File: config.mk
export PLATFORM = sky130hd
export DESIGN_NAME = plucked_string_chord_synth_top
export DESIGN_NICKNAME = d
export VERILOG_FILES = /design/src/hdl/pscs_pkg.sv /design/src/hdl/plucked_string_chord_synth_top.sv
export SDC_FILE = /design/constraint.sdc
export NUM_CORES = 2
export LEC_CHECK = 0
export ABC_AREA = 1
export BUFFER_PORTS_ARGS = -buffer_cell sky130_fd_sc_hd__buf_2
export CORE_UTILIZATION = 35
export CTS_CLUSTER_DIAMETER = 150
export DETAILED_ROUTE_END_ITERATION = 10
export GPL_ROUTABILITY_DRIVEN = 0
export HOLD_SLACK_MARGIN = 0.12
export MAX_ROUTING_LAYER = met4
export PLACE_DENSITY = 0.58
export SYNTH_ARGS = -nofsm -noshare
export SYNTH_HDL_FRONTEND = slang
export SYNTH_SLANG_ARGS = --single-unit
File: constraint.sdc
create_clock -name clk_i -period 20.2 [get_ports clk_i]
set_input_delay 3.03 -clock clk_i [delete_from_list [all_inputs] [get_ports clk_i]]
set_output_delay 3.03 -clock clk_i [all_outputs]
set_load 0.02 [all_outputs]
File: src/hdl/pscs_pkg.sv
// ----------------------------------------------------------------------------
// pscs_pkg
// Shared types, constants and tables of the plucked-string chord synthesizer.
// ----------------------------------------------------------------------------
package pscs_pkg;

  localparam int unsigned VOICES_DEF    = 3;
  localparam int unsigned MAX_DELAY_DEF = 120;

  localparam logic [7:0]  SEED_RESET  = 8'hA5;
  localparam logic [12:0] GATE_START  = 13'd5080;
  localparam logic [12:0] HOLD_LEVEL  = 13'd4080;
  localparam logic [6:0]  MIN_LEN     = 7'd15;
  localparam logic [6:0]  CLIP_RESET  = 7'd38;
  localparam logic [4:0]  FILT_RESET  = 5'd16;
  localparam logic [7:0]  MIDSCALE    = 8'd128;

  localparam logic [0:0] REG_CLIP = 1'b0;
  localparam logic [0:0] REG_FILT = 1'b1;

  typedef enum logic [2:0] {
    MODE_SAMPLE  = 3'd0,
    MODE_PLUCK   = 3'd1,
    MODE_MUTE    = 3'd2,
    MODE_MS      = 3'd3,
    MODE_VIB     = 3'd4,
    MODE_VIBRST  = 3'd5,
    MODE_NOP6    = 3'd6,
    MODE_NOP7    = 3'd7
  } mode_e;

  typedef enum logic [3:0] {
    ST_IDLE,
    ST_DECODE,
    ST_CLEAR,
    ST_PLUCK,
    ST_SRD_CUR,
    ST_SRD_NXT,
    ST_SWR,
    ST_MIX,
    ST_SCALE,
    ST_OUT
  } state_e;

  function automatic logic [6:0] len_lookup(input logic [5:0] idx);
    logic [6:0] r;
    begin
      case (idx)
        6'd0: r = 7'd119;  6'd1: r = 7'd113;  6'd2: r = 7'd106;  6'd3: r = 7'd100;
        6'd4: r = 7'd95;   6'd5: r = 7'd89;   6'd6: r = 7'd84;   6'd7: r = 7'd80;
        6'd8: r = 7'd75;   6'd9: r = 7'd71;   6'd10: r = 7'd67;  6'd11: r = 7'd63;
        6'd12: r = 7'd60;  6'd13: r = 7'd56;  6'd14: r = 7'd53;  6'd15: r = 7'd50;
        6'd16: r = 7'd47;  6'd17: r = 7'd45;  6'd18: r = 7'd42;  6'd19: r = 7'd40;
        6'd20: r = 7'd38;  6'd21: r = 7'd36;  6'd22: r = 7'd34;  6'd23: r = 7'd32;
        6'd24: r = 7'd30;  6'd25: r = 7'd28;  6'd26: r = 7'd27;  6'd27: r = 7'd25;
        6'd28: r = 7'd24;  6'd29: r = 7'd22;  6'd30: r = 7'd21;  6'd31: r = 7'd20;
        6'd32: r = 7'd19;  6'd33: r = 7'd18;  6'd34: r = 7'd17;  6'd35: r = 7'd16;
        6'd36: r = 7'd15;
        default: r = 7'd15;
      endcase
      return r;
    end
  endfunction

  function automatic logic [7:0] xorshift(input logic [7:0] s);
    logic [7:0] x;
    begin
      x = s;
      x = x ^ (x << 3);
      x = x ^ (x >> 5);
      x = x ^ (x << 4);
      return x;
    end
  endfunction

endpackage

File: src/hdl/plucked_string_chord_synth_top.sv
// ----------------------------------------------------------------------------
// plucked_string_chord_synth_top
// Three-voice plucked-string chord synthesizer around one delay-line memory.
// ----------------------------------------------------------------------------
// Channel   Signals                                   Direction
// in        in_valid_i/in_ready_o, mode/note/depth    sink
// out       out_valid_o/out_ready_i, pwm_level/active source
// cfg       cfg_valid_i/cfg_ready_o, index/data       sink
//
// One item at a time. A sample tick walks the voices one after another over the single
// memory read port (read current, read neighbor, write back), then mixes and scales.
// A pluck fills each voice's line in turn; a mute walks the current lines the same way.
// A vibrato tick that acts passes a scale state, other items go from decode straight
// to the output, and the next item can be taken in the cycle after a beat is handed
// over. After reset a clearing pass sets all VOICES*MAX_DELAY (360) memory entries to
// midscale; no item is accepted meanwhile. A finished beat waits in the output
// register while the next item runs; only the hand-over to that register stalls.
module plucked_string_chord_synth_top #(
  parameter int unsigned VOICES    = pscs_pkg::VOICES_DEF,
  parameter int unsigned MAX_DELAY = pscs_pkg::MAX_DELAY_DEF
) (
  input  logic       clk_i,
  input  logic       rst_ni,
  input  logic       in_valid_i,
  output logic       in_ready_o,
  input  logic [2:0] mode_i,
  input  logic [5:0] note_i,
  input  logic [7:0] vibrato_depth_i,
  output logic       out_valid_o,
  input  logic       out_ready_i,
  output logic [7:0] pwm_level_o,
  output logic       active_o,
  input  logic       cfg_valid_i,
  output logic       cfg_ready_o,
  input  logic [0:0] cfg_index_i,
  input  logic [7:0] cfg_data_i
);

  localparam int unsigned DEPTH = VOICES * MAX_DELAY;
  localparam int unsigned AW    = $clog2(DEPTH);
  localparam int unsigned VW    = (VOICES > 1) ? $clog2(VOICES) : 1;
  localparam logic [6:0]  MAXD  = 7'(MAX_DELAY);

  logic [7:0] mem_q [DEPTH];
  logic [7:0] rdata_q;
  logic       we;
  logic [AW-1:0] waddr, raddr;
  logic [7:0] wdata;

  always_ff @(posedge clk_i) begin
    if (we) begin
      mem_q[waddr] <= wdata;
    end
    rdata_q <= mem_q[raddr];
  end

  pscs_pkg::state_e state_q, state_d;
  logic [6:0] clip_q;
  logic [4:0] filt_q;
  logic [6:0] head_q [VOICES];
  logic [6:0] alen_q [VOICES];
  logic [6:0] plen_q [VOICES];
  logic [6:0] head_d [VOICES];
  logic [6:0] alen_d [VOICES];
  logic [6:0] plen_d [VOICES];
  logic [4:0] skip_q, skip_d;
  logic [12:0] gate_q, gate_d;
  logic [7:0] gain_q, gain_d;
  logic       muted_q, muted_d;
  logic [7:0] seed_q, seed_d;
  logic signed [4:0] lfo_q, lfo_d;
  logic       rising_q, rising_d;
  logic [7:0] level_q, level_d;
  logic       ovalid_q, ovalid_d;
  logic [7:0] opwm_q;
  logic       oact_q;
  logic       out_load;
  logic       init_q, init_d;
  logic [AW-1:0] clr_q, clr_d;
  logic [2:0] mode_q, mode_d;
  logic [5:0] note_q, note_d;
  logic [7:0] depth_q, depth_d;
  logic [VW-1:0] v_q, v_d;
  logic [6:0] j_q, j_d;
  logic [5:0] vnote_q, vnote_d;
  logic [7:0] cur_q, cur_d;
  logic       filt_on_q, filt_on_d;
  logic signed [9:0] mix_q, mix_d;
  logic signed [7:0] clipped_q, clipped_d;

  logic [6:0] len_now, len_cl, np;
  logic [5:0] tidx;
  logic [AW-1:0] base;
  logic [7:0] nz;
  logic signed [9:0] m2, lim;
  logic signed [17:0] prod;
  logic signed [10:0] outv;
  logic signed [3:0] delta;
  logic [3:0] mag;
  logic signed [8:0] nl;
  logic [4:0] skip_inc;

  assign in_ready_o  = (state_q == pscs_pkg::ST_IDLE) && init_q;
  assign cfg_ready_o = 1'b1;
  assign out_valid_o = ovalid_q;
  assign pwm_level_o = opwm_q;
  assign active_o    = oact_q;

  assign base     = AW'(v_q) * AW'(MAX_DELAY);
  assign tidx     = vnote_q - 6'd8;
  assign len_now  = pscs_pkg::len_lookup(tidx);
  assign len_cl   = (len_now > MAXD) ? MAXD : len_now;
  assign np       = ((head_q[v_q] + 7'd1) >= alen_q[v_q]) ? 7'd0 : head_q[v_q] + 7'd1;
  assign nz       = pscs_pkg::xorshift(seed_q);
  assign skip_inc = skip_q + 5'd1;

  always_comb begin
    lim = 10'(clip_q);
    // The offset sum reaches 765, so it is formed one bit wider.
    m2  = 10'((11'(mix_q) + 11'sd384) >>> 2) - 10'sd96;
    if (m2 > lim) m2 = lim;
    if (m2 < -lim) m2 = -lim;
    prod = 18'(clipped_q) * $signed({10'd0, gain_q});
    outv = 11'((prod + 18'sd24576) >>> 8) - 11'sd96 + 11'sd128;
    mag  = (lfo_q < 0) ? 4'(-lfo_q) : 4'(lfo_q);
    delta = (depth_q >= 8'd3) ? 4'(mag >> 2) : 4'(mag >> 3);
    if (lfo_q < 0) delta = -delta;
  end

  always_comb begin
    state_d = state_q;
    head_d = head_q; alen_d = alen_q; plen_d = plen_q;
    skip_d = skip_q; gate_d = gate_q; gain_d = gain_q; muted_d = muted_q;
    seed_d = seed_q; lfo_d = lfo_q; rising_d = rising_q; level_d = level_q;
    ovalid_d = ovalid_q; init_d = init_q; clr_d = clr_q;
    mode_d = mode_q; note_d = note_q; depth_d = depth_q;
    v_d = v_q; j_d = j_q; vnote_d = vnote_q; cur_d = cur_q;
    filt_on_d = filt_on_q; mix_d = mix_q; clipped_d = clipped_q;
    we = 1'b0; waddr = '0; wdata = pscs_pkg::MIDSCALE;
    raddr = base + AW'(head_q[v_q]);
    nl = '0;
    out_load = 1'b0;
    if (ovalid_q && out_ready_i) ovalid_d = 1'b0;
    if (!init_q) begin
      we = 1'b1; waddr = clr_q;
      clr_d = clr_q + AW'(1);
      if (clr_q == AW'(DEPTH - 1)) init_d = 1'b1;
    end
    unique case (state_q)
      pscs_pkg::ST_IDLE: begin
        if (in_valid_i && in_ready_o) begin
          mode_d = mode_i; note_d = note_i; depth_d = vibrato_depth_i;
          v_d = '0; j_d = '0;
          state_d = pscs_pkg::ST_DECODE;
        end
      end
      pscs_pkg::ST_DECODE: begin
        state_d = pscs_pkg::ST_OUT;
        case (mode_q)
          pscs_pkg::MODE_SAMPLE: begin
            if (!muted_q) begin
              skip_d = skip_inc;
              filt_on_d = (skip_inc >= filt_q);
              mix_d = '0;
              state_d = pscs_pkg::ST_SRD_CUR;
            end
          end
          pscs_pkg::MODE_PLUCK: begin
            if (note_q >= 6'd8 && note_q <= 6'd32) begin
              vnote_d = note_q;
              seed_d = seed_q ^ 8'({2'b00, note_q} * 8'd17);
              state_d = pscs_pkg::ST_PLUCK;
            end
          end
          pscs_pkg::MODE_MUTE: begin
            gate_d = '0; gain_d = 8'd255; muted_d = 1'b1;
            state_d = pscs_pkg::ST_CLEAR;
          end
          pscs_pkg::MODE_MS: begin
            if (!muted_q) begin
              if (gate_q == '0) begin
                gain_d = '0; muted_d = 1'b1;
              end else begin
                gate_d = gate_q - 13'd1;
                gain_d = (gate_d >= pscs_pkg::HOLD_LEVEL) ? 8'd255 : gate_d[11:4];
              end
            end
          end
          pscs_pkg::MODE_VIB: begin
            if (depth_q != 8'd0 && !muted_q) begin
              lfo_d = rising_q ? lfo_q + 5'sd1 : lfo_q - 5'sd1;
              if (lfo_d >= 5'sd8) begin
                lfo_d = 5'sd8; rising_d = 1'b0;
              end else if (lfo_d <= -5'sd8) begin
                lfo_d = -5'sd8; rising_d = 1'b1;
              end
              mode_d = pscs_pkg::MODE_NOP7;
              state_d = pscs_pkg::ST_SCALE;
            end
          end
          pscs_pkg::MODE_VIBRST: begin
            lfo_d = '0; rising_d = 1'b1;
            for (int v = 0; v < VOICES; v++) begin
              if (head_q[v] >= plen_q[v]) head_d[v] = '0;
              alen_d[v] = plen_q[v];
            end
          end
          default: ;
        endcase
      end
      pscs_pkg::ST_CLEAR: begin
        if (j_q < alen_q[v_q] && j_q < MAXD) begin
          we = 1'b1; waddr = base + AW'(j_q);
          wdata = pscs_pkg::MIDSCALE;
          j_d = j_q + 7'd1;
        end else begin
          j_d = '0;
          if (v_q == VW'(VOICES - 1)) state_d = pscs_pkg::ST_OUT;
          else v_d = v_q + VW'(1);
        end
      end
      pscs_pkg::ST_PLUCK: begin
        if (j_q == '0) begin
          alen_d[v_q] = len_cl; plen_d[v_q] = len_cl; head_d[v_q] = '0;
        end
        if (j_q < len_cl) begin
          seed_d = nz;
          we = 1'b1; waddr = base + AW'(j_q);
          wdata = (j_q < (len_cl >> 2)) ? nz : 8'd96 + (nz >> 2);
          j_d = j_q + 7'd1;
        end else begin
          j_d = '0;
          if (v_q == VW'(VOICES - 1)) begin
            gate_d = pscs_pkg::GATE_START; gain_d = 8'd255; muted_d = 1'b0;
            state_d = pscs_pkg::ST_OUT;
          end else begin
            v_d = v_q + VW'(1);
            vnote_d = (v_q == '0) ? note_q + 6'd7 : note_q + 6'd12;
            seed_d = seed_q ^ 8'({2'b00, vnote_d} * 8'd17);
          end
        end
      end
      pscs_pkg::ST_SRD_CUR: begin
        state_d = pscs_pkg::ST_SRD_NXT;
      end
      pscs_pkg::ST_SRD_NXT: begin
        // The head entry arrives now; the neighbor is read for the write-back cycle.
        cur_d = rdata_q;
        raddr = base + AW'(np);
        state_d = pscs_pkg::ST_SWR;
      end
      pscs_pkg::ST_SWR: begin
        we = 1'b1; waddr = base + AW'(head_q[v_q]);
        wdata = filt_on_q ? 8'((9'(cur_q) + 9'(rdata_q)) >> 1) : cur_q;
        mix_d = mix_q + 10'(cur_q) - 10'sd128;
        head_d[v_q] = np;
        if (v_q == VW'(VOICES - 1)) begin
          if (filt_on_q) skip_d = '0;
          state_d = pscs_pkg::ST_MIX;
        end else begin
          v_d = v_q + VW'(1);
          state_d = pscs_pkg::ST_SRD_CUR;
        end
      end
      pscs_pkg::ST_MIX: begin
        clipped_d = 8'(m2);
        state_d = pscs_pkg::ST_SCALE;
      end
      pscs_pkg::ST_SCALE: begin
        if (mode_q == pscs_pkg::MODE_NOP7) begin
          for (int v = 0; v < VOICES; v++) begin
            nl = 9'(plen_q[v]) + 9'(delta);
            if (nl < 9'sd15) nl = 9'sd15;
            if (nl > 9'(MAXD)) nl = 9'(MAXD);
            if (head_q[v] >= 7'(nl)) head_d[v] = '0;
            alen_d[v] = 7'(nl);
          end
        end else begin
          if (outv < 0) level_d = 8'd0;
          else if (outv > 11'sd255) level_d = 8'd255;
          else level_d = 8'(outv);
        end
        state_d = pscs_pkg::ST_OUT;
      end
      pscs_pkg::ST_OUT: begin
        if (!ovalid_q || out_ready_i) begin
          ovalid_d = 1'b1;
          out_load = 1'b1;
          v_d = '0; j_d = '0;
          state_d = pscs_pkg::ST_IDLE;
        end
      end
      default: state_d = pscs_pkg::ST_IDLE;
    endcase
  end

  always_ff @(posedge clk_i or negedge rst_ni) begin
    if (!rst_ni) begin
      state_q <= pscs_pkg::ST_IDLE;
      clip_q <= pscs_pkg::CLIP_RESET; filt_q <= pscs_pkg::FILT_RESET;
      for (int v = 0; v < VOICES; v++) begin
        head_q[v] <= '0; alen_q[v] <= 7'd1; plen_q[v] <= '0;
      end
      skip_q <= '0; gate_q <= '0; gain_q <= 8'd255; muted_q <= 1'b1;
      seed_q <= pscs_pkg::SEED_RESET; lfo_q <= '0; rising_q <= 1'b1;
      level_q <= pscs_pkg::MIDSCALE; ovalid_q <= 1'b0; init_q <= 1'b0;
      opwm_q <= pscs_pkg::MIDSCALE; oact_q <= 1'b0;
      clr_q <= '0; v_q <= '0; j_q <= '0;
    end else begin
      state_q <= state_d;
      if (cfg_valid_i) begin
        if (cfg_index_i == pscs_pkg::REG_CLIP) clip_q <= cfg_data_i[6:0];
        else filt_q <= cfg_data_i[4:0];
      end
      head_q <= head_d; alen_q <= alen_d; plen_q <= plen_d;
      skip_q <= skip_d; gate_q <= gate_d; gain_q <= gain_d; muted_q <= muted_d;
      seed_q <= seed_d; lfo_q <= lfo_d; rising_q <= rising_d; level_q <= level_d;
      ovalid_q <= ovalid_d; init_q <= init_d; clr_q <= clr_d;
      if (out_load) begin
        opwm_q <= level_q;
        oact_q <= !muted_q;
      end
      v_q <= v_d; j_q <= j_d;
    end
  end

  always_ff @(posedge clk_i) begin
    mode_q <= mode_d; note_q <= note_d; depth_q <= depth_d;
    vnote_q <= vnote_d; cur_q <= cur_d;
    filt_on_q <= filt_on_d; mix_q <= mix_d; clipped_q <= clipped_d;
  end

endmodule

## Word level (Yosys, flattened, before mapping)

Memories as Yosys holds them, arrays and structs flattened. A register that Yosys moved wholly into a read port is not among the register bits.
Index checks and enable logic that the tools add are counted.

- Register bits after elaboration: 207
- Bits in writable memories: 2,880
- ROM bits: 448
- Bits of input ports: 31
- Output and inout bits: 12
- Logic and storage cells: 353
- Memories kept: 2

Memories:

| memory | words | width | rd ports | clocked after memory_dff | write ports | RTL line | text |
|---|---|---|---|---|---|---|---|
| mem_q | 360 | 8 | 1 | 1 | 1 | plucked_string_chord_synth_top.sv:44 | `logic [7:0] mem_q [DEPTH];` |
| (no name shown) | 64 | 7 | 1 | 0 | 0 | pscs_pkg.sv:48 | `case (idx)` |

- Add/subtract/negate cells: 29
- $mul: 4
- Order comparisons: 32
- Equal/unequal tests: 46
- Multiplexer cells: 147
- Bitwise gates (word level): 11
- Reductions and logical operators: 47

Operator list:

| operator | count |
|---|---|
| $mux 7 | 26 |
| $mux 21 | 6 |
| $mux 8 | 15 |
| $mux 9 | 13 |
| $pmux 21 s4 | 1 |
| $pmux 8 s2 | 4 |
| $bwmux 21 | 3 |
| $pmux 21 s3 | 1 |
| $mux 13 | 4 |
| $pmux 13 s2 | 2 |
| $ge 7x7->1 | 7 |
| $mux 5 | 8 |
| $ne 2x2->1 const B | 20 |
| $pmux 4 s10 | 1 |
| $mux 4 | 9 |
| $xor 8x8->8 | 4 |
| $mux 10 | 3 |
| $mux 6 | 5 |
| $bmux 7 s2 | 2 |
| $pmux 7 s4 | 1 |
| $add 8x4->9 | 3 |
| $add 9x7->9 | 3 |
| $gt 9x7->1 const B | 3 |
| $lt 9x5->1 const B | 3 |
| 91 further kinds | 169 |

## Logic depth before layout (Yosys ltp)

- Depth after elaboration: 18
- Depth in mapped cells: 41
- Gate-level depth less buffers: 41

## Least setup slack after synthesis

No wires, ideal clock.

- Path type: reg2reg
- Start: register vnote_q[3]
- End: memory mem_q[0][0] (data pin)
- Data arrival time: 17,303 ps
- Required time: 17,209 ps
- Path slack: -94 ps
- Stages on the path, launching flop included: 16
- Path buffers: 1
- Cells stage by stage: edfxtp_1 > buf_6 > inv_2 > ha_1 > inv_2 > a21oi_2 > and2_4 > inv_1 > nor2_1 > inv_1 > ha_1 > a2111oi_0 > nand2_1 > nand2_1 > o21ai_0 > o21ai_0

- Cells in the longest elaborated chain, start to end: 8

RTL lines:

| item | RTL line | text |
|---|---|---|
| start, declared | plucked_string_chord_synth_top.sv:85 | `logic [5:0] vnote_q, vnote_d;` |
| start signal, assigned | plucked_string_chord_synth_top.sv:329 | `vnote_q <= vnote_d; cur_q <= cur_d;` |
| $sub 6x4->6 (*) | plucked_string_chord_synth_top.sv:110 | `assign tidx = vnote_q - 6'd8;` |
| $mem_v2 64x7 (*) | -- |  |
| $gt 7x7->1 | plucked_string_chord_synth_top.sv:112 | `assign len_cl = (len_now > MAXD) ? MAXD : len_now;` |
| $mux 7 (*) | plucked_string_chord_synth_top.sv:112 |  |
| $lt 7x5->1 | plucked_string_chord_synth_top.sv:229 | `wdata = (j_q < (len_cl >> 2)) ? nz : 8'd96 + (nz >> 2);` |
| $mux 8 | plucked_string_chord_synth_top.sv:229 |  |
| $mux 8 (*) | plucked_string_chord_synth_top.sv:226 | `if (j_q < len_cl) begin` |
| $pmux 8 s2 (*) | plucked_string_chord_synth_top.sv:149 | `unique case (state_q)` |
| via wdata[0] | plucked_string_chord_synth_top.sv:48 | `logic [7:0] wdata;` |
| end, declared | plucked_string_chord_synth_top.sv:44 |  |

The timed path passes the listed nets; every way through them passes the cells marked *.

## Worst setup path after layout

- Start: register v_q[0]
- End: register rdata_q[3] (read register of mem_q)

- Cells in the longest elaborated chain, start to end: 9

RTL lines:

| item | RTL line | text |
|---|---|---|
| start, declared | plucked_string_chord_synth_top.sv:83 | `logic [VW-1:0] v_q, v_d;` |
| start signal, assigned | plucked_string_chord_synth_top.sv:323 | `v_q <= v_d; j_q <= j_d;` |
| $not 2->3 (implied by the code) | plucked_string_chord_synth_top.sv:113, plucked_string_chord_synth_top.sv:140 |  |
| $bmux 7 s2 | plucked_string_chord_synth_top.sv:113, plucked_string_chord_synth_top.sv:140 |  |
| $mux 7 (implied by the code) (2 in series) | plucked_string_chord_synth_top.sv:113, plucked_string_chord_synth_top.sv:140 |  |
| $add 7x1->7 | plucked_string_chord_synth_top.sv:113 | `assign np = ((head_q[v_q] + 7'd1) >= alen_q[v_q]) ? 7'd0 : head_q[v_q] + 7'd1;` |
| $ge 7x7->1 | plucked_string_chord_synth_top.sv:113 |  |
| $mux 7 | plucked_string_chord_synth_top.sv:113 |  |
| $add 9x7->9 | plucked_string_chord_synth_top.sv:249 | `raddr = base + AW'(np);` |
| $mux 9 (*) | plucked_string_chord_synth_top.sv:149 |  |
| end, declared | plucked_string_chord_synth_top.sv:45 | `logic [7:0] rdata_q;` |

Mark *: on every way between the ends. The rest lies on a longest branch, timed or not. The select of a mux whose other input is x is not followed.
A chain may end at the register's enable or synchronous reset.

==> Implementation_results.wiki <==
{| class="wikitable"
! Metric !! Value
|-
| Reg-to-reg setup timing slack || 11200 ps
|-
| Post-cts resize count || 0
|-
| Final-report hold violation count || 0
|-
| Clock-pin transition on the worst setup and hold timing paths || 60 ps
|-
| Data arrival time of the worst path || 9800 ps
|-
| Clock Sinks || 3095
|-
| Final antenna-violating net count || 0
|-
| Total chip power || 20.67 mW
|-
| Clock Path Buffers || 4
|-
| Final-report max-slew violation count || 0
|-
| Maximum number of pins on one net before global-route repair || 199
|-
| Vertical die dimension || 626.0 microns
|-
| Die X-Extent || 626.0 microns
|-
| Worst ir drop on vdd || 267.9 uV
|-
| Final routed DRC violation total || 0
|-
| Number of cells after detailed placement || 16750
|-
| Port Buffer Count || 40
|-
| Library cell occupying the most area in the post-synthesis netlist || sky130_fd_sc_hd__edfxtp_1
|-
| Cells taking the most area after synthesis || sky130_fd_sc_hd__edfxtp_1 65%, sky130_fd_sc_hd__nand3_1 9.4%, sky130_fd_sc_hd__nand2_1 8.1%, sky130_fd_sc_hd__dfrtp_1 2.5%, sky130_fd_sc_hd__ha_1 2.1%
|-
| Top flip-flop cell by instance count after synthesis || sky130_fd_sc_hd__edfxtp_1
|-
| Endpoint type of the worst setup path || flip-flop
|-
| Final standard cell area without fillers || 0.1517 sq mm
|-
| Number of standard cells in the final layout excluding fillers || 17359
|-
| Clk root buf || sky130_fd_sc_hd__clkbuf_16
|-
| Unrepaired setup endpoints after global routing || no
|-
| Slowest CP cell || sky130_fd_sc_hd__buf_4
|-
| Kind of start point of the critical path || flip-flop
|-
| Relative slew slack || 18.78%
|-
| Post-placement cell area || 0.1411 sq mm
|-
| Via count of the first global-routing pass || 85427
|-
| Synthesis warning total || 0
|-
| Upper clock frequency limit || 0.1111 GHz
|-
| Power per Cell Area || 136.3 mW/mm^2
|-
| Worst Setup Path Type || flip-flop to flip-flop
|-
| Avg WL per Cell || 21.56 microns
|-
| Depth of the CTS H-tree || 5
|-
| Detailed placer's ending HPWL || 206000 microns
|-
| Initial antenna violation count || 13
|-
| FFs w/ async S/R, synth || 5.073%
|-
| EDFF count, synth || 2930
|-
| Measured slew at the worst slew-check pin || 1218 ps
|-
| Avg Inst Size Synth || 11.21 sq um
|-
| Number of nets in the finished design || 12218
|-
| Netlist cell types || 70
|-
| Register bit count reported by yosys || 3095
|-
| Effective utilization at floorplan || 35.26%
|-
| Portion of the post-synthesis area used by sequential elements || 67.58%
|-
| Ratio of cells with drive above 1 in the final layout || 6.530%
|-
| Total of fill cells in the finished design || 36559
|-
| Total negative slack for setup checks || 0 ps
|-
| Floorplan row count || 228
|-
| Remaining global-route overflow || 0
|-
| Area delta synth->final || 11.32%
|-
| Area of the die || 0.3919 sq mm
|-
| Standard cell core area || 0.3865 sq mm
|-
| Delay contributed by the slowest stage of the critical path || 830 ps
|-
| Lkg Pwr || 54.13 nW
|-
| Outcome || finished, final reports clean
|-
| Crit path required time || 20990 ps
|-
| Total routed wirelength || 374300 microns
|-
| Skew final || 85.03 ps
|-
| First-pass GRT wire length || 556800 microns
|-
| Initial DRC Count || 9730
|-
| Setup Buffers After CTS || 0
|-
| Final cycle utilization of the critical path || 44.56%
|-
| Global Route Usage Sum || 19.14%
|-
| Ports || 43
|-
| Hold buffer count at cts || 0
|-
| First-pass DRT Iterations || 8
|-
| Final setup vio count || 0
|-
| Net count of the mapped netlist || 12470
|-
| Worst-path fanout max || 170
|-
| Clock Latency Late Sink || 940 ps
|-
| Reported max-cap violation count || 0
|-
| Number of buffers created by CTS || 334
|-
| Hold crit path type || flip-flop to flip-flop
|-
| Min Tclk post-route || 9002 ps
|-
| Gate count of the mapped netlist || 12163
|-
| Cell seen most often among critical-path stages || sky130_fd_sc_hd__nand2_1
|-
| Netlist area before placement || 0.1363 sq mm
|-
| Number of vias per cell || 5.253
|-
| Area share of the leading cell type in the synthesized netlist || 64.56%
|-
| TritonCTS clock tree || built
|-
| Total via count after detailed routing || 91195
|}
[stage by stage]
step | worst slack [ps] | utilization (%) | hold slack [ps]
CTS | 11230 | 39.24 | 456.5
floorplan | 6076 | - | 408.6
finish | 11200 | 39.25 | 450.2
detailed placement | 11270 | 36.51 | 440.2
global placement | 11300 | 36.51 | 438.0
global route | 10610 | 39.25 | 463.2
[cells in the mapped netlist (all sizes together) (10+ instances only)]
| cell type | number |
|---|---|
| a21oi | 160 |
| or2 | 33 |
| a31oi | 23 |
| o211ai | 131 |
| o21bai | 71 |
| nor2 | 742 |
| a211oi | 10 |
| nand2 | 2940 |
| xnor2 | 35 |
| a32oi | 16 |
| edfxtp | 2930 |
| dfrtp | 134 |
| o21ai | 515 |
| o22ai | 60 |
| nor3 | 25 |
| ha | 230 |
| fa | 46 |
| xor2 | 74 |
| nand3 | 2582 |
| dfstp | 23 |
| o221ai | 12 |
| nand4 | 29 |
| clkbuf | 371 |
| inv | 499 |
| buf | 376 |
[critical path: cells and delay by family, from the launching register on]
family / cells / cell delay [ps]
and+or+nand+nor: 21 / 3830
buffers and inverters: 5 / 3130
DFF: 1 / 810
adders and majority gates: 2 / 600
xor gates and xnor gates: 1 / 170
AOI/OAI and AO/OA: 1 / 140
[cell usage in the layout, fill, tap and decap left out, types with 60 or more instances in the layout]
master,instances
sky130_fd_sc_hd__o211ai_1,131
sky130_fd_sc_hd__dfrtp_1,134
sky130_fd_sc_hd__edfxtp_1,2930
sky130_fd_sc_hd__clkinv_1,92
sky130_fd_sc_hd__o21bai_1,71
sky130_fd_sc_hd__nor2_1,715
sky130_fd_sc_hd__clkbuf_1,74
sky130_fd_sc_hd__o22ai_1,60
sky130_fd_sc_hd__inv_1,486
sky130_fd_sc_hd__buf_4,98
sky130_fd_sc_hd__o21ai_0,503
sky130_fd_sc_hd__a21oi_1,156
sky130_fd_sc_hd__xor2_1,74
sky130_fd_sc_hd__nand3_1,2550
sky130_fd_sc_hd__ha_1,230
sky130_fd_sc_hd__clkbuf_16,340
sky130_fd_sc_hd__nand2_1,2902
[cell type report]
cell class / count / area (sq um) / share of cell area, %
timing repair buffer: 159 / 1363 / 0.8981
multi-input combinational: 7814 / 39280 / 25.89
sequential: 3095 / 92100 / 60.71
antenna: 10 / 25.02 / 0.01649
clock buffer: 416 / 8813 / 5.809
clock inverter: 183 / 1743 / 1.149
tap: 5175 / 6475 / 4.268
inverter: 507 / 1923 / 1.268
[cells by family after synthesis]
| logic type | count (synthesis) | share of synthesized area, % |
|---|---|---|
| simple gates | 6364 | 20.46 |
| xor+xnor | 109 | 0.7005 |
| fa+ha+maj | 276 | 2.787 |
| mux | 8 | 0.06610 |
| flops | 3095 | 67.58 |
| other cells | 1 | 0.002752 |
| compound gates | 1056 | 4.596 |
| buf+inv | 1254 | 3.813 |
[worst paths after layout]
path                                 start    endpoint  depth (start not counted)
max in group asynchronous           rst_ni   clip_q[6]                          3
min in group asynchronous           rst_ni  plen_q[18]                          1
worst min-delay path            rdata_q[2]    cur_q[2]                          0
worst max-delay path                v_q[0]  rdata_q[3]                         30
worst min register to register  rdata_q[2]    cur_q[2]                          0
worst max register to register      v_q[0]  rdata_q[3]                         30
[power breakdown]
group          internal (mW)  switching (mW)  total (mW)
clock                   3.43            2.53        5.96
sequential              7.50           0.136        7.64
combinational           1.91            5.15        7.07
[metal layers]
metal	track usage [%]	up-vias	share of wire, %
met5	-	-	0
met4	5.503	0	2.7
met3	2.070	568	7.4
met2	29.66	3433	47
met1	26.65	44632	43
li1	-	42562	-
[sequential cells by signal, indices dropped and copies added, names as in the netlist, 9 cells and up]
register	cells
plen_q	21
head_q	21
clr_q	9
alen_q	21
mix_q	10
gate_q	13
mem_q	2880
Power figures use the tool's default switching activity.
